`src/hdl/spsc_pkg.sv`:
```
// shared types, register codes and constants for the sar sigma-0 calibrator
// depends on nothing; every other file of the block uses it by scoped names
package spsc_pkg;

    localparam int CFG_ADDR_BITS = 6;
    localparam int CFG_DATA_BITS = 64;

    localparam logic [2:0] REG_NOISE_SCALE  = 3'd0;
    localparam logic [2:0] REG_POWER_GAIN   = 3'd1;
    localparam logic [2:0] REG_POWER_OFFSET = 3'd2;
    localparam logic [2:0] REG_GAMMA_MODE   = 3'd3;
    localparam logic [2:0] REG_DB_FLOOR     = 3'd4;
    localparam logic [2:0] REG_DB_CEILING   = 3'd5;

    localparam logic signed [15:0] DB_FLOOR_RESET = -16'sd6528;
    localparam logic [17:0] TEN_LOG10_2_Q16 = 18'd197283;

    typedef struct packed {
        logic vld;
        logic force_zero;
        logic force_max;
    } spsc_ctl_t;

    typedef struct packed {
        logic [31:0]        noise_scale;
        logic [55:0]        power_gain;
        logic signed [47:0] power_offset;
        logic               gamma_mode;
        logic signed [15:0] db_floor;
        logic signed [15:0] db_ceiling;
    } spsc_cfg_t;

    // log2(1 + idx/2^addr_bits) truncated to q.16, elaboration-time only
    function automatic logic [15:0] log2_rom_entry(input int idx, input int addr_bits);
        logic [63:0] m;
        logic [15:0] frac;
        m = (64'd1 << 30) + (64'(idx) << (30 - addr_bits));
        frac = '0;
        for (int k = 0; k < 16; k++)
        begin
            m = (m * m) >> 30;
            frac = {frac[14:0], 1'b0};
            if (m >= (64'd2 << 30))
            begin
                frac[0] = 1'b1;
                m = m >> 1;
            end
        end
        return frac;
    endfunction

endpackage

```
`src/hdl/spsc_map.sv`:
```
// db to byte: floor and range checks, pipelined restoring divide, output register
// six register stages; depends on spsc_pkg
module spsc_map (
    input  logic                clk,
    input  logic                rst_n,
    input  logic                en,
    input  spsc_pkg::spsc_ctl_t ctl_in,
    input  logic signed [16:0]  db,
    input  logic signed [15:0]  db_floor,
    input  logic signed [15:0]  db_ceiling,
    output logic                vld,
    output logic [7:0]          calibrated_byte
);

    localparam int DIV_STAGES = 4;

    spsc_pkg::spsc_ctl_t ctl_reg [DIV_STAGES+1];
    logic [25:0]         rem_reg [DIV_STAGES+1];
    logic [7:0]          quo_reg [DIV_STAGES+1];
    logic [16:0]         den_reg [DIV_STAGES+1];

    spsc_pkg::spsc_ctl_t m1_ctl_next;
    logic [25:0]         m1_rem_next;
    logic [16:0]         m1_den_next;
    logic                out_vld_reg;
    logic [7:0]          out_byte_reg, out_byte_next;

    logic signed [17:0] d;
    logic signed [16:0] span;
    logic [23:0]        num;
    logic               le, spn, ovf;

    always_comb
    begin
        d = $signed({db[16], db}) - $signed({{2{db_floor[15]}}, db_floor});
        span = $signed({db_ceiling[15], db_ceiling}) - $signed({db_floor[15], db_floor});
        le = d[17] || (d == '0);
        spn = span[16] || (span == '0);
        num = {d[15:0], 8'b0} - 24'(d[15:0]);
        m1_rem_next = 26'({num, 1'b0}) + 26'(span[15:0]);
        m1_den_next = {span[15:0], 1'b0};
        ovf = m1_rem_next >= 26'({m1_den_next, 8'b0});
        m1_ctl_next.vld        = ctl_in.vld;
        m1_ctl_next.force_zero = ctl_in.force_zero | (!ctl_in.force_max & le);
        m1_ctl_next.force_max  = !ctl_in.force_zero
                               & (ctl_in.force_max | (!le & (spn | ovf)));
    end

    // two quotient bits per stage
    for (genvar s = 0; s < DIV_STAGES; s++)
    begin : g_div
        localparam int K_HI = 7 - 2 * s;
        localparam int K_LO = 6 - 2 * s;

        logic [25:0] t_hi, t_lo, r_mid, r_out;
        logic [7:0]  q_out;

        always_comb
        begin
            t_hi = 26'(den_reg[s]) << K_HI;
            t_lo = 26'(den_reg[s]) << K_LO;
            q_out = quo_reg[s];
            r_mid = rem_reg[s];
            if (r_mid >= t_hi)
            begin
                r_mid = r_mid - t_hi;
                q_out[K_HI] = 1'b1;
            end
            r_out = r_mid;
            if (r_out >= t_lo)
            begin
                r_out = r_out - t_lo;
                q_out[K_LO] = 1'b1;
            end
        end

        always_ff @(posedge clk or negedge rst_n)
        begin
            if (!rst_n)
            begin
                ctl_reg[s+1] <= '0;
            end
            else if (en)
            begin
                ctl_reg[s+1] <= ctl_reg[s];
            end
        end

        always_ff @(posedge clk)
        begin
            if (en)
            begin
                rem_reg[s+1] <= r_out;
                quo_reg[s+1] <= q_out;
                den_reg[s+1] <= den_reg[s];
            end
        end
    end

    always_comb
    begin
        if (ctl_reg[DIV_STAGES].force_zero)
        begin
            out_byte_next = '0;
        end
        else if (ctl_reg[DIV_STAGES].force_max)
        begin
            out_byte_next = 8'hFF;
        end
        else
        begin
            out_byte_next = quo_reg[DIV_STAGES];
        end
    end

    always_ff @(posedge clk or negedge rst_n)
    begin
        if (!rst_n)
        begin
            ctl_reg[0]  <= '0;
            out_vld_reg <= 1'b0;
        end
        else if (en)
        begin
            ctl_reg[0]  <= m1_ctl_next;
            out_vld_reg <= ctl_reg[DIV_STAGES].vld;
        end
    end

    always_ff @(posedge clk)
    begin
        if (en)
        begin
            rem_reg[0]   <= m1_rem_next;
            quo_reg[0]   <= '0;
            den_reg[0]   <= m1_den_next;
            out_byte_reg <= out_byte_next;
        end
    end

    assign vld             = out_vld_reg;
    assign calibrated_byte = out_byte_reg;

endmodule

```
`config.mk`:
```
export PLATFORM = sky130hd
export DESIGN_NAME = spsc_map
export DESIGN_NICKNAME = d
export VERILOG_FILES = /design/src/hdl/spsc_pkg.sv /design/src/hdl/spsc_map.sv
export SDC_FILE = /design/constraint.sdc
export NUM_CORES = 1
export LEC_CHECK = 0
export BUFFER_PORTS_ARGS = -buffer_cell sky130_fd_sc_hd__buf_4
export CAP_MARGIN = 20
export CORE_ASPECT_RATIO = 0.75
export CORE_UTILIZATION = 45
export CTS_BUF_LIST = sky130_fd_sc_hd__clkbuf_8
export DETAILED_ROUTE_END_ITERATION = 10
export PLACE_DENSITY = 0.63
export SLEW_MARGIN = 20
export SYNTH_ARGS = -nofsm -noshare
export SYNTH_HDL_FRONTEND = slang
export SYNTH_SLANG_ARGS = --single-unit
```
`constraint.sdc`:
```
create_clock -name clk -period 10.5 [get_ports clk]
set_clock_uncertainty 0.05 [all_clocks]
set_input_delay 0.525 -clock clk [delete_from_list [all_inputs] [get_ports clk]]
set_output_delay 0.525 -clock clk [all_outputs]
set_load 0.02 [all_outputs]
```
# After elaboration in Yosys (flattened, before gate mapping)
# Memories as Yosys holds them, arrays and structs flattened.
# Cells that the tools add are included.
[word_totals] reg_bits=24 ram_bits=255 in_bits=55 out_inout_bits=9 elab_cells=73 mem_count=3
[classes] n_addsub=12 order_cmp=9 muxes=19 bitwise_logic=6 reduce_logical=7
[mem_list] name="rem_reg" depth=5 word_bits=26 read_ports=4 rd_clocked_by_memory_dff=0 wr=5 line_no="spsc_map.sv:18" text="logic [25:0] rem_reg [DIV_STAGES+1];"
[mem_list] name="den_reg" depth=5 word_bits=17 read_ports=4 rd_clocked_by_memory_dff=0 wr=5 line_no="spsc_map.sv:20" text="logic [16:0] den_reg [DIV_STAGES+1];"
[mem_list] name="quo_reg" depth=5 word_bits=8 read_ports=5 rd_clocked_by_memory_dff=0 wr=5 line_no="spsc_map.sv:19" text="logic [7:0] quo_reg [DIV_STAGES+1];"
[op_table] cell="26-bit two-way mux" n=8
[op_table] cell="25-bit by 16-bit adder with 26-bit output" n=1
[op_table] cell="26-bit by 17-bit >= comparator with 1-bit output" n=1
[op_table] cell="26-bit by 18-bit >= comparator with 1-bit output" n=1
[op_table] cell="26-bit by 19-bit >= comparator with 1-bit output" n=1
[op_table] cell="26-bit by 20-bit >= comparator with 1-bit output" n=1
[op_table] cell="26-bit by 21-bit >= comparator with 1-bit output" n=1
[op_table] cell="26-bit by 22-bit >= comparator with 1-bit output" n=1
[op_table] cell="26-bit by 23-bit >= comparator with 1-bit output" n=1
[op_table] cell="26-bit by 24-bit >= comparator with 1-bit output" n=1
[op_table] cell="26-bit by 25-bit >= comparator with 1-bit output" n=1
[op_table] cell="26-bit by 17-bit subtractor with 26-bit output" n=1
[op_table] cell="26-bit by 18-bit subtractor with 26-bit output" n=1
[op_table] cell="26-bit by 19-bit subtractor with 26-bit output" n=1
[op_table] cell="26-bit by 20-bit subtractor with 26-bit output" n=1
[op_table] cell="26-bit by 21-bit subtractor with 26-bit output" n=1
[op_table] cell="26-bit by 22-bit subtractor with 26-bit output" n=1
[op_table] cell="26-bit by 23-bit subtractor with 26-bit output" n=1
[op_table] cell="26-bit by 24-bit subtractor with 26-bit output" n=1
[op_table] cell="24-bit by 16-bit subtractor with 24-bit output" n=1
[op_table] cell="18-bit zero test" n=1
[op_table] cell="17-bit by 16-bit subtractor with 18-bit output" n=1
[op_table] cell="17-bit zero test" n=1
[op_table] cell="16-bit by 16-bit subtractor with 17-bit output" n=1
[op_table] cell="6 further kinds" n=22

# Depth between registers and ports, before layout
[logic_depth] ltp_word=8 depth_mapped=36 ltp_nobuf=36

# Worst setup path after synthesis
# OpenSTA, ideal clock, no wires.
[synth_path] path_kind="input to register" start="in db[0]" end="reg ctl_reg[12] (netlist name)" setup_time_ps=66 arrival_ps=6837 required_ps=10384 slack_ps=3546 path_stages=35 path_buffers=0 cell_sequence="inv_1 -> ha_1 -> inv_1 -> fa_1 -> a21o_1 -> a2111oi_4 -> o31ai_2 -> a21oi_1 -> xnor2_1 -> inv_1 -> ha_1 -> nor2b_1 -> or2_2 -> a31o_1 -> maj3_2 -> o21ai_0 -> a21oi_1 -> nor2_1 -> xnor2_1 -> ha_1 -> nand2_1 -> nor2_1 -> a211oi_1 -> xor2_1 -> ha_1 -> nand4_1 -> nor2_1 -> nand4_1 -> or4_1 -> nor3_1 -> o2111ai_1 -> a21boi_0 -> o221ai_1 -> o211ai_1 -> o32a_1"
[synth_between] elab_chain_cells=8 word_cells_on_any_way=11 cone_classes="add/sub: 3; order compare: 1; bitwise: 4; reduce/logical: 3"
[synth_lines] element="start: declaration" line_no="spsc_map.sv:8" text="input logic signed [16:0] db,"
[synth_lines] element="17-bit by 16-bit subtractor with 18-bit output" line_no="spsc_map.sv:35" text="d = $signed({db[16], db}) - $signed({{2{db_floor[15]}}, db_floor});"
[synth_lines] element="24-bit by 16-bit subtractor with 24-bit output" line_no="spsc_map.sv:39" text="num = {d[15:0], 8'b0} - 24'(d[15:0]);"
[synth_lines] element="25-bit by 16-bit adder with 26-bit output" line_no="spsc_map.sv:40" text="m1_rem_next = 26'({num, 1'b0}) + 26'(span[15:0]);"
[synth_lines] element="via m1_rem_next[16]" line_no="spsc_map.sv:23" text="logic [25:0] m1_rem_next;"
[synth_lines] element="26-bit by 25-bit >= comparator with 1-bit output" line_no="spsc_map.sv:42" text="ovf = m1_rem_next >= 26'({m1_den_next, 8'b0});"
[synth_lines] element="1-bit OR" line_no="spsc_map.sv:46" text="& (ctl_in.force_max | (!le & (spn | ovf)));"
[synth_lines] element="1-bit bitwise AND" line_no="spsc_map.sv:46"
[synth_lines] element="1-bit OR" line_no="spsc_map.sv:46"
[synth_lines] element="1-bit bitwise AND" line_no="spsc_map.sv:46"
[synth_lines] element="end: declaration" line_no="spsc_map.sv:17" text="spsc_pkg::spsc_ctl_t ctl_reg [DIV_STAGES+1];"
# The timed path passes the listed nets, and every way through them passes these cells.
# A chain may end at the register's enable or synchronous reset.

# Worst setup path after layout
# Same ends and word-level chain as after synthesis.

==> results.md <==
- Status: completed
- Worst-path clk slew: 60 ps
- Hold slack: 188 ps
- CTS tree: done
- Sequential share of the synthesized area: 0.347
- Clock share of power: 0.095
- P_int: 3870 µW
- Total CTS buffers: 37
- Slew headroom: 0.264
- Crit Path Category: in -> reg
- Post-Synth Adder-Cell Area: 0.152
- Least-Margin Pin Slew: 1080 ps
- Most common cell after layout, fill and taps aside: ha_1
- Slowest CP cell: a211oi_1
- Switching part of the total power: 0.450
- CP Max Fanout: 10
- Reg power frac: 0.221
- Complex-gate fraction of the synthesized area: 0.186
- RD Place Congestion: 0.952
- Remaining Overflow, GRT: 0
- Main combinational cell family by area after synthesis: compound AO/OA/AOI/OAI gates
- Setup violations, final: 0
- Starting density of the core: 0.461
- GRT Total Usage: 0.221
- Clk root buf: clkbuf_8
- Final worst path period need: 7590 ps
- Vias per Instance: 5.67
- Drc violations: 0
- Synth Flop Type: edfxtp_1
- Max clock buf depth: 3
- Pleak: 0.00814 µW
- Worst EP arrival: 8010 ps
- Yosys reg bits: 208
- 1st-iter DRT viols: 950
- Syn avg cell area: 9.64 µm²
- CP delay by family, top: compound AO/OA/AOI/OAI gates
- Share of cells above drive strength 1: 0.117
- Mapped cell area: 17,800 µm²
- Die X: 231 µm
- F_max: 132 MHz
- Post-DRT Antenna Nets: 0
- Vias in the first global route: 13,800
- Final hold violation count: 0
- Fin crit share: 0.723
- Vert. Die Dim: 174 µm
- Worst VDD drop: 0.136 mV
- Worst-skew pair later-pin latency: 530 ps
- Switching pwr: 3170 µW
- Share of synthesized registers carrying an async set or reset: 0.0769
- H-tree depth: 2
- First-pass GRT wire length: 71.6 mm
- Initial antenna violation count: 0
- WL/cell: 18.0 µm
- Cell Area, Placed: 18,800 µm²
- Synthesis-to-finish area growth: 9.65%
- Syn nets: 2,104
- Req. time, crit path: 10,930 ps
- Ports: 64
- First-pass DRT Iterations: 5
- Syn Inst Count: 1,842
- Max_cap viols: 0
- Routed vias: 14,000
- HP Class: in -> reg
- Synth unique cells: 102
- Setup crit end kind: flop
- Slowest stage delay, CP: 500 ps
- Largest register FFs: 104
- Clk sinks: 208
- Pin count of the biggest net entering global routing: 100
- Final-stage net count: 2,187
- Commonest cells after routing, fill and taps aside: ha_1, edfxtp_1, inv_1
- Die ar.: 40,300 µm²
- Number of port buffers: 63
- Tot Pwr: 7030 µW
- Number of warnings issued by yosys: 0
- EDFF count, synth: 192
- Final Max Slew Viols: 0
- Core area: 38,600 µm²
- Hpwl dp: 36.1 mm
- N_diodes: 0
- Xor/xnor share of the synthesized area: 0.0824
- Setup TNS: 0 ps
- Post-synthesis mux area share: 0.0437
- Power density cells: 361 nW/µm²
- Simple-gate share of the synthesized area: 0.146
- Design Area, Final: 19,500 µm²
- Bufs and invs on worst path: 4
- Crit start category: input port
- Final WL: 44.5 mm
- Placed cell count: 2,397
- RSZ-0062 raised after global routing: no
- Rows: 62
- Comb pwr share: 0.684
- Fin cells: 2,464
## final cells by class
class | count | area, µm²
Sequential cell | 208 | 6170
Timing Repair Buffer | 70 | 534
Tap cell | 512 | 641
Fill cell | 3594 | 19100
Clock buffer | 38 | 523
Clock inverter | 28 | 129
Multi-Input combinational cell | 1435 | 10800
Inverter | 173 | 651
## layer usage
| layer | up-vias | routed length [µm] | GRT usage |
|---|---|---|---|
| met2 | 343 | 19600 | 0.352 |
| met5 | - | 0 | 0 |
| met3 | 85 | 1860 | 0.0203 |
| met4 | 0 | 1540 | 0.0864 |
| met1 | 6576 | 21400 | 0.311 |
| li1 | 6974 | - | - |
## repair_timing
| item | CTS | global route |
|---|---|---|
| endpoints found under the setup margin | 0 | 0 |
| resized for setup | 0 | 0 |
| buffers inserted | 0 | 0 |
| endpoints found under the hold margin | 16 | 0 |
| hold buffers | 1 | 0 |
## path summary, 6_finish.rpt
kind | startpoint | end | slack (ps) | cells after the start
setup / recovery | db[0] | ctl_reg[12] | 2910 | 37
hold / removal | ctl_in[2] | ctl_reg[14] | 190 | 2
setup reg to reg | rem_reg[0][26] | rem_reg[0][77] | 3220 | 26
hold reg to reg | quo_reg[0][27] | quo_reg[0][35] | 360 | 0
max in group asynchronous | rst_n | ctl_reg[0] | 9850 | 2
min in group asynchronous | rst_n | vld | 340 | 2
## power by group through the flow
stage | Sequential [µW] | Clock (µW) | Combinational [µW]
2_1_floorplan | 1480 | 0 | 3770
3_3_place_gp | 1570 | 0 | 4620
3_5_place_dp | 1570 | 0 | 4720
4_1_cts | 1560 | 690 | 4760
5_1_grt | 1580 | 721 | 5350
6_report | 1560 | 667 | 4810
## synthesized netlist by cell type (all sizes together), types with 15 or more instances
| master | count | area share |
|---|---|---|
| ha | 197 | 0.14 |
| edfxtp | 192 | 0.32 |
| inv | 171 | 0.036 |
| a21oi | 149 | 0.043 |
| nor2 | 145 | 0.031 |
| xnor2 | 119 | 0.059 |
| nand2 | 102 | 0.022 |
| o21ai | 97 | 0.028 |
| mux2 | 58 | 0.038 |
| a21o | 55 | 0.023 |
| xor2 | 48 | 0.024 |
| nor3 | 43 | 0.013 |
| nand4 | 30 | 0.011 |
| nor2b | 28 | 0.0099 |
| a211oi | 26 | 0.013 |
| o21a | 26 | 0.011 |
| nand3 | 22 | 0.0062 |
| nand2b | 21 | 0.0078 |
| o31ai | 20 | 0.011 |
| nor4 | 18 | 0.0075 |
| a31oi | 17 | 0.0060 |
| and3 | 17 | 0.0063 |
| dfrtp | 16 | 0.023 |
| o21bai | 15 | 0.0063 |
## stage by stage
step | worst slack [ps] | util
after floorplan | 3550 | -
after global placement | 2670 | 0.488
after detailed placement | 2470 | 0.488
after CTS | 3050 | 0.505
after global routing | 2500 | 0.505
final | 2910 | 0.505
## cells by family after synthesis
group	after synthesis
AND/OR/NAND/NOR	502
flip-flops	208
adder cells (fa/ha/maj)	210
AO/OA/AOI/OAI	488
buffers and inverters	199
multiplexers	68
XOR/XNOR	167
Power figures use the tool's default switching activity.
