==> src/hdl/spsc_pkg.sv <==
// shared types, register codes and constants for the sar sigma-0 calibrator
// depends on nothing; every other file of the block uses it by scoped names
package spsc_pkg;

    localparam int CFG_ADDR_BITS = 6;
    localparam int CFG_DATA_BITS = 64;

    localparam logic [2:0] REG_NOISE_SCALE  = 3'd0;
    localparam logic [2:0] REG_POWER_GAIN   = 3'd1;
    localparam logic [2:0] REG_POWER_OFFSET = 3'd2;
    localparam logic [2:0] REG_GAMMA_MODE   = 3'd3;
    localparam logic [2:0] REG_DB_FLOOR     = 3'd4;
    localparam logic [2:0] REG_DB_CEILING   = 3'd5;

    localparam logic signed [15:0] DB_FLOOR_RESET = -16'sd6528;
    localparam logic [17:0] TEN_LOG10_2_Q16 = 18'd197283;

    typedef struct packed {
        logic vld;
        logic force_zero;
        logic force_max;
    } spsc_ctl_t;

    typedef struct packed {
        logic [31:0]        noise_scale;
        logic [55:0]        power_gain;
        logic signed [47:0] power_offset;
        logic               gamma_mode;
        logic signed [15:0] db_floor;
        logic signed [15:0] db_ceiling;
    } spsc_cfg_t;

    // log2(1 + idx/2^addr_bits) truncated to q.16, elaboration-time only
    function automatic logic [15:0] log2_rom_entry(input int idx, input int addr_bits);
        logic [63:0] m;
        logic [15:0] frac;
        m = (64'd1 << 30) + (64'(idx) << (30 - addr_bits));
        frac = '0;
        for (int k = 0; k < 16; k++)
        begin
            m = (m * m) >> 30;
            frac = {frac[14:0], 1'b0};
            if (m >= (64'd2 << 30))
            begin
                frac[0] = 1'b1;
                m = m >> 1;
            end
        end
        return frac;
    endfunction

endpackage

==> src/hdl/spsc_log.sv <==
// power to db: leading-one detect, log2 table, scale by 10*log10(2)
// two register stages; depends on spsc_pkg
module spsc_log #(
    parameter int LOG_TABLE_ADDR_BITS = 8
) (
    input  logic                clk,
    input  logic                rst_n,
    input  logic                en,
    input  spsc_pkg::spsc_ctl_t ctl_in,
    input  logic [39:0]         power,
    output spsc_pkg::spsc_ctl_t ctl,
    output logic signed [16:0]  db
);

    localparam int DEPTH = 1 << LOG_TABLE_ADDR_BITS;

    logic [15:0] rom [DEPTH];

    for (genvar i = 0; i < DEPTH; i++)
    begin : g_rom
        assign rom[i] = spsc_pkg::log2_rom_entry(i, LOG_TABLE_ADDR_BITS);
    end

    spsc_pkg::spsc_ctl_t l1_ctl_reg, l2_ctl_reg;
    logic [21:0]         l1_absl_reg, l1_absl_next;
    logic signed [16:0]  l2_db_reg, l2_db_next;

    logic [5:0]                     lead;
    logic [39:0]                    norm;
    logic [LOG_TABLE_ADDR_BITS-1:0] idx;
    logic [39:0]                    prod;

    always_comb
    begin
        lead = '0;
        for (int i = 0; i < 40; i++)
        begin
            if (power[i])
            begin
                lead = 6'(i);
            end
        end
        norm = power << (6'd39 - lead);
        idx = norm[38 -: LOG_TABLE_ADDR_BITS];
        l1_absl_next = {6'd40 - lead, 16'b0} - {6'b0, rom[idx]};
    end

    always_comb
    begin
        prod = 40'(l1_absl_reg) * 40'(spsc_pkg::TEN_LOG10_2_Q16) + (40'd1 << 23);
        l2_db_next = -$signed({1'b0, prod[39:24]});
    end

    always_ff @(posedge clk or negedge rst_n)
    begin
        if (!rst_n)
        begin
            l1_ctl_reg <= '0;
            l2_ctl_reg <= '0;
        end
        else if (en)
        begin
            l1_ctl_reg <= ctl_in;
            l2_ctl_reg <= l1_ctl_reg;
        end
    end

    always_ff @(posedge clk)
    begin
        if (en)
        begin
            l1_absl_reg <= l1_absl_next;
            l2_db_reg   <= l2_db_next;
        end
    end

    assign ctl = l2_ctl_reg;
    assign db  = l2_db_reg;

endmodule

==> config.mk <==
export PLATFORM = sky130hd
export DESIGN_NAME = spsc_log
export DESIGN_NICKNAME = d
export VERILOG_FILES = /design/src/hdl/spsc_pkg.sv /design/src/hdl/spsc_log.sv
export SDC_FILE = /design/constraint.sdc
export NUM_CORES = 1
export LEC_CHECK = 0
export BUFFER_PORTS_ARGS = -buffer_cell sky130_fd_sc_hd__buf_2
export CAP_MARGIN = 20
export CORE_MARGIN = 1
export CORE_UTILIZATION = 25
export CTS_CLUSTER_DIAMETER = 200
export CTS_CLUSTER_SIZE = 25
export DETAILED_ROUTE_END_ITERATION = 8
export SLEW_MARGIN = 10
export SYNTH_ARGS = -nofsm -noshare
export SYNTH_HDL_FRONTEND = slang
export SYNTH_SLANG_ARGS = --single-unit
==> constraint.sdc <==
create_clock -name clk -period 10.4 [get_ports clk]
set_clock_uncertainty 0.1 [all_clocks]
set_input_delay 1.56 -clock clk [delete_from_list [all_inputs] [get_ports clk]]
set_output_delay 1.56 -clock clk [all_outputs]
set_load 0.01 [all_outputs]
# After elaboration in Yosys (flattened, before gate mapping)
# Memory sizes are Yosys's and may differ from the RTL's.
# Cells that the tools add are included.
totals:
  reg_bits: 45
  romBits: 4096
  mem_count: 1
  output_inout_bits: 20
classes:
  n_mux: 41
  shift: 1
  n_mul: 1
  n_lt_le_gt_ge: 1
  n_addsub: 5
  bitwise: 1
memory_table:
  columns: ["memory", "words", "word_bits", "rd", "rd_clocked_by_memory_dff", "wr", "line", "text"]
  rows:
  - ["(no name shown)", 256, 16, 1, 0, 0, "spsc_log.sv:45", "l1_absl_next = {6'd40 - lead, 16'b0} - {6'b0, rom[idx]};"]
op_table:
  columns: ["operator", "count"]
  rows:
  - ["$mux W6", 37]
  - ["$add A40 B24 Y40 const B", 1]
  - ["$mul A22 B18 Y40 const B", 1]
  - ["$shl A40 B6 Y39", 1]
  - ["$mux W16", 2]
  - ["$sub A22 B16 Y22", 1]
  - ["$neg A16 Y17", 1]
  - ["$sub A6 B6 Y6 const A", 2]
  - ["$ge A9 B9 Y1 const B", 1]
  - ["$not A8 Y9", 1]
  - ["$mux W2", 1]
  - ["$mux W1", 1]

# Depth between registers and ports, before layout
# Gate-level depths: netlist (run 1).
logic_depth:
  word_depth: 46
  mapped_depth: 33
  ltp_nobuf: 28

# Worst setup path after synthesis (run 1)
# No wires, ideal clock.
synth_timing:
  kind: "input port to flip-flop"
  startpoint: "input port power[36]"
  endpoint: "register l1_absl_reg[20] (data pin)"
  path_stages: 33
  t_arrival_ns: 8.615
  path_slack_ns: 1.426
  t_required_ns: 10.041
  path_cell_list: "clkbuf_1 > nor4_1 > nand3_1 > a31oi_2 > buf_2 > buf_1 > ha_1 > clkbuf_1 > inv_1 > nor2_1 > nand3_1 > o221ai_1 > nor4_1 > a21oi_2 > nor2_1 > buf_4 > buf_2 > buf_1 > inv_1 > ha_1 > clkbuf_2 > nor2_1 > a21boi_0 > a31oi_1 > a2111oi_0 > o211ai_1 > o211ai_2 > nand4_1 > nor3_2 > nand3_2 > nor2_2 > a41oi_1 > xnor2_1"
synth_between:
  elab_chain_len: 11
  word_cells_on_any_way: 12
  cone_classes: "add/sub (3); shift (1); mux (6); bitwise (1); memory (1)"
synth_lines:
  columns: ["element", "line", "text"]
  rows:
  - ["start: declaration", "spsc_log.sv:10", "input logic [39:0] power,"]
  - ["$mux W6 (4 in series)", "spsc_log.sv:38", "if (power[i])"]
  - ["$sub A6 B6 Y6", "spsc_log.sv:43", "norm = power << (6'd39 - lead);"]
  - ["$shl A40 B6 Y39", "spsc_log.sv:43", null]
  - ["$not A8 Y9 (not written as such)", "spsc_log.sv:45", null]
  - ["$mem_v2 Z256 W16", null, null]
  - ["$mux W16 (not written as such) (2 in series)", "spsc_log.sv:45", null]
  - ["$sub A22 B16 Y22 *", "spsc_log.sv:45", null]
  - ["net l1_absl_next[20]", "spsc_log.sv:25", "logic [21:0] l1_absl_reg, l1_absl_next;"]
  - ["end signal: assignment", "spsc_log.sv:72", "l1_absl_reg <= l1_absl_next;"]
  - ["end: declaration", "spsc_log.sv:25", null]
# The timed path passes the listed nets; every way through them passes the cells marked *. The select of a mux whose other input is x is not followed.
# A chain may end at the register's enable or synchronous reset.

# Worst setup path in the final report (run 1)
layout_timing:
  startpoint: "input port power[39]"
  endpoint: "register l1_absl_reg[19] (data pin)"
layout_between:
  elab_chain_len: 8
  word_cells_on_any_way: 9
  cone_classes: "add/sub (3); shift (1); mux (3); bitwise (1); memory (1)"
layout_lines:
  columns: ["element", "line"]
  rows:
  - ["$mux W6", "spsc_log.sv:38"]
  - ["$sub A6 B6 Y6", "spsc_log.sv:43"]
  - ["$shl A40 B6 Y39", "spsc_log.sv:43"]
  - ["$not A8 Y9 (not written as such)", "spsc_log.sv:45"]
  - ["$mem_v2 Z256 W16", null]
  - ["$mux W16 (not written as such) (2 in series)", "spsc_log.sv:45"]
  - ["$sub A22 B16 Y22 *", "spsc_log.sv:45"]
  - ["net l1_absl_next[19]", "spsc_log.sv:25"]
# Marks and branches as above.

==> summary.md, run 1 <==
| Metric | Value |
|---|---|
| Status | finished clean |
| Initial Util | 25.4% |
| CP endpoint | l1_absl_reg[19]$_DFFE_PP_ |
| F_max | 0.101 GHz |
| Postcts setup bufs | 0 |
| Worst slew margin | 18.5% |
| Final wirelength | 70.6 mm |
| GRT Total Usage | 21.8% |
| CORE AREA | 60,600 sq um |
| Fraction of layout cells with a size suffix above 1 | 10.8% |
| WL per Instance | 25.5 microns |
| Vias | 17,200 |
| R2R Setup Slk | 2.16 ns |
| Cell Area, Synth | 15,400 sq um |
| 1st-iter DRT viols | 2,096 |
| Sink Count | 45 |
| Synthesized area per cell | 7.83 sq um |
| NumNets Final | 2,334 |
| Reg2reg path depth | 25 |
| Post-CTS Hold Buffers | 0 |
| Overflow after GRT | 0 |
| EDFF count, synth | 39 |
| Period Utilization, post-route | 94.8% |
| Antenna violations before repair | 0 |
| CP startpoint kind | primary input |
| Hold Slack | 0.401 ns |
| Cts repair resizes | 0 |
| I/O Pins | 66 |
| Fin. Hold Viols | 0 |
| Origin of the worst setup path | power[39] |
| Number of global-route vias before repair | 16,800 |
| Layout area overhead | 9.86% |
| Required @ worst endpoint | 10.35 ns |
| Arrival time at the worst endpoint | 9.81 ns |
| Num CTS Buffers | 5 |
| GP Congestion | 1.01 |
| Max FFs per register | 22 |
| FF-to-FF End | db[12]$_DFFE_PP_ |
| Setup violators final | 0 |
| Syn Nets | 2,321 |
| Post-DP Area | 16,700 sq um |
| Hold Crit Class | flip-flop to flip-flop |
| Synth cell types | 99 |
| Die width | 250 microns |
| Fin. max-slew vios | 0 |
| Clock period minus worst slack | 9.85 ns |
| Critical path class | primary input to flip-flop |
| First-pass GRT wire length | 106 mm |
| Main synth FF type | edfxtp_1 |
| Setup_tns | 0 ns |
| Routed Antenna Nets | 0 |
| Clock-pin slew on the worst setup and hold paths | 0.07 ns |
| Mapped Cells | 1,966 |
| # rows | 90 |
| Port bufs | 65 |
| CP max FO | 39 |
| Clock Latency Late Sink | 0.30 ns |
| Fin area | 16,900 sq um |
| Clock root buffer | clkbuf_16 |
| Sequential area share after synthesis | 8.58% |
| Max-cap violations | 0 |
| RSZ-0062 raised after global routing | false |
| DIE HEIGHT | 250 microns |
| Clock tree buffer depth | 2 |
| DRT Pass-1 Iters | 7 |
| Worst r2r src | l1_absl_reg[2]$_DFFE_PP_ |
| Register bit count reported by yosys | 45 |
| # DRC | 0 |
| CP endpoint kind | flip-flop |
| Pin count of the biggest net entering global routing | 96 |
| Die area | 62,600 sq um |
| Asr flop ratio synth | 13.3% |
| Synth Warn # | 0 |
| Vias/cell | 6.24 |
| Worst-Margin Slew | 1.22 ns |
| Post-detail-place hpwl | 52.4 mm |
| Htree depth | 2 |
| CTS tree | built |
-- Yosys cell counts (23+ instances only) --
| cell type | n | area (sq um) |
|---|---|---|
| nor3_1 | 49 | 245 |
| clkbuf_1 | 72 | 270 |
| nand3_1 | 72 | 360 |
| a31oi_1 | 30 | 188 |
| a21oi_1 | 102 | 510 |
| a211oi_1 | 30 | 225 |
| and2_1 | 23 | 144 |
| a311oi_1 | 32 | 280 |
| o31ai_1 | 43 | 323 |
| and3_1 | 23 | 144 |
| nand2_1 | 136 | 510 |
| xnor2_1 | 42 | 368 |
| fa_1 | 77 | 1540 |
| o22ai_1 | 25 | 156 |
| buf_2 | 41 | 205 |
| edfxtp_1 | 39 | 1170 |
| a2111oi_0 | 42 | 368 |
| o21ai_0 | 101 | 505 |
| nor2_1 | 120 | 450 |
| o211ai_1 | 43 | 323 |
| inv_1 | 180 | 676 |
| ha_1 | 232 | 2900 |
-- cells in the final DEF, fill, tap and decap left out, types with 23 or more instances in the layout --
master       n
a311oi_1    32
o21ai_0    101
buf_2       65
o211ai_1    43
and2_1      23
nor2_1     116
xnor2_1     42
o22ai_1     25
edfxtp_1    39
a21oi_1    101
nand3_1     72
and3_1      23
a2111oi_0   42
fa_1        77
inv_1      180
ha_1       232
nor3_1      49
nand2_1    136
o31ai_1     43
a211oi_1    29
a31oi_1     30
buf_4       79
-- final cells by class --
| cell class | count | area [sq um] |
|---|---|---|
| diodes | 1 | 2.50 |
| clock buffers | 5 | 125 |
| clock inverters | 3 | 16.3 |
| fillers | 6560 | 43700 |
| inverters | 184 | 692 |
| multi-input cells | 1594 | 12800 |
| flip-flops and latches | 45 | 1320 |
| well taps | 782 | 978 |
| repair buffers | 149 | 1020 |
-- cells by family (layout without fill, tap and decap cells) --
kind of cell    Yosys count  after routing  share of synthesized area (%)
buf+inv                 327            341                           8.93
mux                      36             36                           2.46
simple gates            540            540                           17.3
fa+ha+maj               309            309                           28.9
xor+xnor                 56             56                           3.19
flops                    45             45                           8.58
compound gates          653            653                           30.7
other cells               0              1                              0
-- through the flow --
stage	std cells	utilization (%)	setup slack [ns]
final	2763	27.9	0.545
after global routing	2762	27.9	0.405
after detailed placement	2753	27.6	0.672
after global placement	2753	27.6	0.483
after floorplan	1966	-	1.43
after CTS	2761	27.9	0.998
-- worst max-delay path, cell delays in order --
cell and delay, ns:
buf_2 0.56, nor2b_1 0.19, a2111oi_4 0.26, buf_4 0.40, a211oi_4 0.11, buf_4 0.30, a311oi_1 0.82, o22ai_1 0.21
o21ai_0 0.37, nand2_1 0.42, nor2_4 0.30, inv_1 0.26, ha_1 0.30, buf_4 0.18, nor2_1 0.61, a21boi_0 0.35
a31oi_1 0.08, a2111oi_0 0.49, o211ai_1 0.24, o211ai_2 0.50, nand4_1 0.27, nor3_2 0.32, nand4b_1 0.20, a21boi_1 0.25
o21ai_2 0.09, xnor2_1 0.13
-- worst min path at each step --
stage | startpoint | end | slack [ns] | cells after the start
2_1_floorplan | l1_ctl_reg[0]$_DFFE_PN0P_ | l1_ctl_reg[0]$_DFFE_PN0P_ | 0.37 | 1
3_3_place_gp | l1_ctl_reg[1]$_DFFE_PN0P_ | l1_ctl_reg[1]$_DFFE_PN0P_ | 0.38 | 1
3_5_place_dp | ctl[1]$_DFFE_PN0P_ | ctl[1]$_DFFE_PN0P_ | 0.40 | 1
4_1_cts | ctl[1]$_DFFE_PN0P_ | ctl[1]$_DFFE_PN0P_ | 0.41 | 1
5_1_grt | l1_ctl_reg[1]$_DFFE_PN0P_ | ctl[1]$_DFFE_PN0P_ | 0.43 | 1
6_report | ctl[1]$_DFFE_PN0P_ | ctl[1]$_DFFE_PN0P_ | 0.40 | 1
-- metal layers --
layer	GRT usage (%)	vias up	routed length [microns]
li1	-	7464	-
met1	27.8	8299	28100
met2	34.3	1169	30900
met3	4.99	312	7270
met4	11.4	0	4290
met5	0	-	0
Power of run 1 is left out: the tool's default activity adds up to more than one toggle a clock period on the data nets, which glitch-free logic cannot reach.
==> run 2: changes to the inputs <==
--- a/config.mk
+++ b/config.mk
@@ -5,13 +5,16 @@
 export SDC_FILE = /design/constraint.sdc
 export NUM_CORES = 1
 export LEC_CHECK = 0
+export ABC_AREA = 1
 export BUFFER_PORTS_ARGS = -buffer_cell sky130_fd_sc_hd__buf_2
 export CAP_MARGIN = 20
 export CORE_MARGIN = 1
 export CORE_UTILIZATION = 25
+export CTS_BUF_LIST = sky130_fd_sc_hd__clkbuf_16
 export CTS_CLUSTER_DIAMETER = 200
 export CTS_CLUSTER_SIZE = 25
 export DETAILED_ROUTE_END_ITERATION = 8
+export PLACE_DENSITY = 0.43
 export SLEW_MARGIN = 10
 export SYNTH_ARGS = -nofsm -noshare
 export SYNTH_HDL_FRONTEND = slang
==> summary.md, run 2 <==
| Metric | Value |
|---|---|
| CORE AREA | 56,300 sq um (was 60,600 sq um) |
| Setup_tns | 0 ns (unchanged) |
| Arrival time at the worst endpoint | 9.08 ns (was 9.81 ns) |
| Cts repair resizes | 0 (unchanged) |
| Pin count of the biggest net entering global routing | 55 (was 96) |
| Vias/cell | 5.02 (was 6.24) |
| Buf+Inv Stages, Crit Path | 3 (was 5) |
| Main synth FF type | edfxtp_1 (unchanged) |
| GRT Total Usage | 19.0% (was 21.8%) |
| Top cell type's share of synthesized area | 20.4% (was 18.9%) |
| Post-CTS Hold Buffers | 0 (unchanged) |
| Synthesized area per cell | 6.46 sq um (was 7.83 sq um) |
| DIE HEIGHT | 240 microns (was 250 microns) |
| Number of global-route vias before repair | 14,900 (was 16,800) |
| Worst-Margin Slew | 1.07 ns (was 1.22 ns) |
| Worst r2r src | l1_absl_reg[10]$_DFFE_PP_ (was l1_absl_reg[2]$_DFFE_PP_) |
| Clock-pin slew on the worst setup and hold paths | 0.07 ns (about the same) |
| Fin. Hold Viols | 0 (unchanged) |
| Layout area overhead | 8.50% (was 9.86%) |
| Reg2reg path depth | 40 (was 25) |
| Num CTS Buffers | 5 (unchanged) |
| R2R Setup Slk | 2.18 ns (was 2.16 ns) |
| Port bufs | 65 (unchanged) |
| CTS tree | built (unchanged) |
| Delay-heaviest family, CP | simple AND/OR/NAND/NOR gates (was compound AO/OA/AOI/OAI gates) |
| Post-DP Area | 15,300 sq um (was 16,700 sq um) |
| Clock Latency Late Sink | 0.30 ns (about the same) |
| Max-cap violations | 0 (unchanged) |
| WL per Instance | 18.3 microns (was 25.5 microns) |
| # DRC | 0 (unchanged) |
| Syn Nets | 2,556 (was 2,321) |
| First-pass GRT wire length | 85.4 mm (was 106 mm) |
| Initial Util | 25.3% (was 25.4%) |
| Most common library cell in the layout ignoring fill and taps | nand2_1 (was ha_1) |
| RSZ-0062 raised after global routing | false (unchanged) |
| CP max FO | 47 (was 39) |
| Asr flop ratio synth | 13.3% (unchanged) |
| Hold Crit Class | flip-flop to flip-flop (unchanged) |
| 1st-iter DRT viols | 1,292 (was 2,096) |
| Routed Antenna Nets | 0 (unchanged) |
| Synth cell types | 51 (was 99) |
| Critical path class | primary input to flip-flop (unchanged) |
| Post-detail-place hpwl | 43.6 mm (was 52.4 mm) |
| Multi-input logic area | 11,300 sq um (was 12,800 sq um) |
| NumNets Final | 2,576 (was 2,334) |
| F_max | 0.109 GHz (was 0.101 GHz) |
| Cell Area, Synth | 14,200 sq um (was 15,400 sq um) |
| Synth area leader | ha_1 (unchanged) |
| EDFF count, synth | 39 (unchanged) |
| Overflow after GRT | 0 (unchanged) |
| Mapped Cells | 2,201 (was 1,966) |
| I/O Pins | 66 (unchanged) |
| Postcts setup bufs | 0 (unchanged) |
| Fin area | 15,400 sq um (was 16,900 sq um) |
| Fraction of layout cells with a size suffix above 1 | 7.38% (was 10.8%) |
| Commonest non-fill, non-tap cells in the layout | nand2_1, nand3_1, inv_1 (was ha_1, inv_1, nand2_1) |
| Worst slew margin | 28.3% (was 18.5%) |
| Sink Count | 45 (unchanged) |
| Commonest cells in the synthesized netlist | nand2_1, nand3_1, inv_1 (was ha_1, inv_1, nand2_1) |
| Register bit count reported by yosys | 45 (unchanged) |
| Worst Hold Path Cells | 2 (was 1) |
| Sequential area share after synthesis | 9.29% (was 8.58%) |
| Clock root buffer | clkbuf_16 (unchanged) |
| Worst Min Path Start | l1_ctl_reg[2]$_DFFE_PN0P_ (was ctl[1]$_DFFE_PN0P_) |
| Hold Path Sink | ctl[2]$_DFFE_PN0P_ (was ctl[1]$_DFFE_PN0P_) |
| Setup violators final | 0 (unchanged) |
| Antenna violations before repair | 0 (unchanged) |
| Main area contributors after synthesis | ha_1, nand2_1, nand3_1 (was ha_1, fa_1, edfxtp_1) |
| Status | finished clean (unchanged) |
| Slowest-stage cell, CP | ha_1 (was a311oi_1) |
| Clock period minus worst slack | 9.14 ns (was 9.85 ns) |
| Die area | 57,800 sq um (was 62,600 sq um) |
| Die width | 240 microns (was 250 microns) |
| GP Congestion | 1.01 (about the same) |
| Fin. max-slew vios | 0 (unchanged) |
| Max FFs per register | 22 (unchanged) |
| Vias | 14,900 (was 17,200) |
| CP endpoint kind | flip-flop (unchanged) |
| FF/Latch Area | 1320 sq um (unchanged) |
| DRT Pass-1 Iters | 7 (unchanged) |
| Most frequent CP cell | nand2_1 (was buf_4) |
| Filler Cells Inserted | 6,391 (was 6,560) |
| Final wirelength | 54.4 mm (was 70.6 mm) |
| Synth Warn # | 0 (unchanged) |
| N_diodes | 0 (was 1) |
| Htree depth | 2 (unchanged) |
| CP startpoint kind | primary input (unchanged) |
| FF-to-FF End | db[16]$_DFFE_PP_ (was db[12]$_DFFE_PP_) |
| Period Utilization, post-route | 87.8% (was 94.8%) |
| Most common cell in the synthesized netlist | nand2_1 (was ha_1) |
| # rows | 87 (was 90) |
| Worst path max stage delay | 0.60 ns (was 0.82 ns) |
| Clock tree buffer depth | 2 (unchanged) |
| Required @ worst endpoint | 10.35 ns (about the same) |
run 2: per-stage QoR:
stage               worst slack (ns)  hold slack, ns  cells  util, %
CTS                             1.37           0.421   2978     27.4
global route                   0.460           0.450   2978     27.4
floorplan                       3.41           0.378   2201        -
finish                          1.26           0.414   2978     27.4
detailed placement              1.09           0.410   2970     27.1
global placement                1.00           0.400   2970     27.1
run 2: tightest hold or removal path, delay by kind of cell (launching register included):
kind | cells | cell delay [ns]
buf+inv | 1 | 0.06
compound gates | 1 | 0.05
flops | 1 | 0.36
run 2: cell type report:
| class | count | share of cell area, % |
|---|---|---|
| Multi-Input combinational cell | 1779 | 73.5 |
| Sequential cell | 45 | 8.57 |
| Inverter | 296 | 7.22 |
| Tap cell | 756 | 6.13 |
| Timing Repair Buffer | 94 | 3.52 |
| Clock buffer | 5 | 0.811 |
| Clock inverter | 3 | 0.276 |
run 2: cells by family after synthesis:
group / after synthesis / synth area share [%]
simple gates: 1249 / 38.7
buf+inv: 377 / 11.0
fa+ha+maj: 309 / 31.3
compound gates: 173 / 6.81
xor+xnor: 48 / 2.96
flops: 45 / 9.29
run 2: worst max-delay path by stage:
stage	slack (ns)	to	start	cells past startpoint
global placement	1.00	l1_absl_reg[18]$_DFFE_PP_	power[2]	65
detailed placement	1.09	l1_absl_reg[18]$_DFFE_PP_	power[2]	65
finish	1.26	l1_absl_reg[18]$_DFFE_PP_	power[2]	65
CTS	1.37	l1_absl_reg[18]$_DFFE_PP_	power[2]	65
global route	0.46	l1_absl_reg[18]$_DFFE_PP_	power[2]	65
floorplan	3.41	l1_absl_reg[18]$_DFFE_PP_	power[2]	69
run 2: routing by layer:
metal  part of all wire (%)  GRT usage, %  wire length [microns]  vias to the layer above
li1                       -             -                      -                     7212
met2                     46          31.5                  25000                      601
met1                     44          24.9                  23700                     6979
met5                      0             0                      0                        -
met4                    3.7          7.10                   2020                        0
met3                    6.8          2.47                   3670                      144
Power of run 2 is left out for the same reason.
==> run 3: changes to the inputs <==
--- a/config.mk
+++ b/config.mk
@@ -5,7 +5,6 @@
 export SDC_FILE = /design/constraint.sdc
 export NUM_CORES = 1
 export LEC_CHECK = 0
-export ABC_AREA = 1
 export BUFFER_PORTS_ARGS = -buffer_cell sky130_fd_sc_hd__buf_2
 export CAP_MARGIN = 20
 export CORE_MARGIN = 1
==> summary.md, run 3 (same netlist as run 1, synthesis figures left out) <==
| Metric | Value |
|---|---|
| Vias | 16,900 (was 14,900) |
| Fin. Hold Viols | 0 (unchanged) |
| Clock tree buffer depth | 2 (unchanged) |
| Worst Min Path Start | ctl[0]$_DFFE_PN0P_ (was l1_ctl_reg[2]$_DFFE_PN0P_) |
| Die width | 250 microns (was 240 microns) |
| Clock period minus worst slack | 9.42 ns (was 9.14 ns) |
| Status | finished clean (unchanged) |
| Final design utilization | 27.9% (was 27.4%) |
| Postcts setup bufs | 0 (unchanged) |
| Die area | 62,600 sq um (was 57,800 sq um) |
| Pin count of the biggest net entering global routing | 52 (was 55) |
| FF/Latch Area | 1320 sq um (unchanged) |
| # DRC | 0 (unchanged) |
| Number of global-route vias before repair | 16,400 (was 14,900) |
| Hold Path Sink | ctl[0]$_DFFE_PN0P_ (was ctl[2]$_DFFE_PN0P_) |
| Period Utilization, post-route | 90.6% (was 87.8%) |
| Critical path class | primary input to flip-flop (unchanged) |
| WL per Instance | 25.8 microns (was 18.3 microns) |
| Routed Antenna Nets | 0 (unchanged) |
| Layout area overhead | 10.0% (was 8.50%) |
| DIE HEIGHT | 250 microns (was 240 microns) |
| Most common library cell in the layout ignoring fill and taps | ha_1 (was nand2_1) |
| DRT Pass-1 Iters | 8 (was 7) |
| Filler Cells Inserted | 6,643 (was 6,391) |
| Setup violators final | 0 (unchanged) |
| First-pass GRT wire length | 107 mm (was 85.4 mm) |
| F_max | 0.106 GHz (was 0.109 GHz) |
| Max FFs per register | 22 (unchanged) |
| Sink Count | 45 (unchanged) |
| NumNets Final | 2,339 (was 2,576) |
| Worst Hold Path Cells | 1 (was 2) |
| Worst r2r src | l1_absl_reg[6]$_DFFE_PP_ (was l1_absl_reg[10]$_DFFE_PP_) |
| I/O Pins | 66 (unchanged) |
| CP startpoint kind | primary input (unchanged) |
| Fraction of layout cells with a size suffix above 1 | 11.0% (was 7.38%) |
| RSZ-0062 raised after global routing | false (unchanged) |
| Required @ worst endpoint | 10.33 ns (was 10.35 ns) |
| CP max FO | 24 (was 47) |
| CP endpoint kind | flip-flop (unchanged) |
| Clock-pin slew on the worst setup and hold paths | 0.07 ns (about the same) |
| Vias/cell | 6.12 (was 5.02) |
| Clock root buffer | clkbuf_16 (unchanged) |
| R2R Setup Slk | 2.21 ns (was 2.18 ns) |
| Initial Util | 25.4% (was 25.3%) |
| Post-CTS Hold Buffers | 0 (unchanged) |
| Port bufs | 65 (unchanged) |
| Setup_tns | 0 ns (unchanged) |
| Arrival time at the worst endpoint | 9.35 ns (was 9.08 ns) |
| # rows | 90 (was 87) |
| Commonest non-fill, non-tap cells in the layout | ha_1, inv_1, nand2_1 (was nand2_1, nand3_1, inv_1) |
| CTS tree | built (unchanged) |
| Worst-Margin Slew | 1.07 ns (about the same) |
| FF-to-FF End | db[15]$_DFFE_PP_ (was db[16]$_DFFE_PP_) |
| GP Congestion | 1.02 (was 1.01) |
| N_diodes | 0 (unchanged) |
| Post-detail-place hpwl | 53.8 mm (was 43.6 mm) |
| Fin. max-slew vios | 0 (unchanged) |
| Worst slew margin | 28.4% (was 28.3%) |
| 1st-iter DRT viols | 1,830 (was 1,292) |
| Final wirelength | 71.4 mm (was 54.4 mm) |
| CORE AREA | 60,600 sq um (was 56,300 sq um) |
| Max-cap violations | 0 (unchanged) |
| Reg2reg path depth | 27 (was 40) |
| Antenna violations before repair | 1 (was 0) |
| Clock Latency Late Sink | 0.30 ns (about the same) |
| Htree depth | 2 (unchanged) |
| Hold Crit Class | flip-flop to flip-flop (unchanged) |
| Num CTS Buffers | 5 (unchanged) |
| Overflow after GRT | 0 (unchanged) |
| Multi-input logic area | 12,800 sq um (was 11,300 sq um) |
| GRT Total Usage | 22.1% (was 19.0%) |
| Cts repair resizes | 0 (unchanged) |
==> run 3: worst max-delay path, stage by stage <==
cell and delay (ns):
buf_2 0.15, nor4_1 0.58, nand3_1 0.41, a31oi_2 0.55
inv_1 0.34, ha_1 0.34, xor2_1 0.49, nand2_1 0.21
or3_1 0.43, a21oi_2 0.15, buf_4 0.26, nor2_4 0.08
inv_2 0.35, buf_4 0.37, nor2_1 0.10, o311ai_0 0.80
nand4_1 0.28, o32ai_1 0.59, o21bai_1 0.20, nand4bb_1 0.30
nand4b_1 0.30, a21boi_1 0.22, o21ai_2 0.09, xnor2_1 0.14
==> run 3: metal layers <==
metal	track usage (%)	vias to the layer above	part of all wire, %
li1	-	7453	-
met1	29.5	8235	42
met2	35.0	1015	44
met3	4.40	222	9.3
met4	8.17	2	4.0
met5	0	-	0.022
==> run 3: worst max-delay path by stage <==
| stage | from | end | slack [ns] | cells past startpoint |
|---|---|---|---|---|
| 2_1_floorplan | power[36] | l1_absl_reg[20]$_DFFE_PP_ | 1.43 | 33 |
| 3_3_place_gp | power[32] | l1_absl_reg[19]$_DFFE_PP_ | 0.81 | 24 |
| 3_5_place_dp | power[32] | l1_absl_reg[20]$_DFFE_PP_ | 0.91 | 29 |
| 4_1_cts | power[32] | l1_absl_reg[19]$_DFFE_PP_ | 1.22 | 29 |
| 5_1_grt | power[32] | l1_absl_reg[19]$_DFFE_PP_ | 0.65 | 27 |
| 6_report | power[32] | l1_absl_reg[19]$_DFFE_PP_ | 0.98 | 24 |
==> run 3: stage by stage <==
step | setup slack, ns | instances | cell area, sq um | hold slack [ns]
finish | 0.981 | 2767 | 16900 | 0.403
global route | 0.655 | 2767 | 16900 | 0.415
CTS | 1.22 | 2767 | 16900 | 0.409
detailed placement | 0.915 | 2759 | 16800 | 0.393
global placement | 0.812 | 2758 | 16800 | 0.383
floorplan | 1.43 | 1966 | 15400 | 0.375
==> run 3: cell type report <==
cell class	instances	share of cell area, %
clock inverters	3	0.222
multi-input cells	1594	75.4
repair buffers	154	6.02
well taps	782	5.78
flip-flops and latches	45	7.80
inverters	184	4.09
clock buffers	5	0.739
Power of run 3 is left out for the same reason.
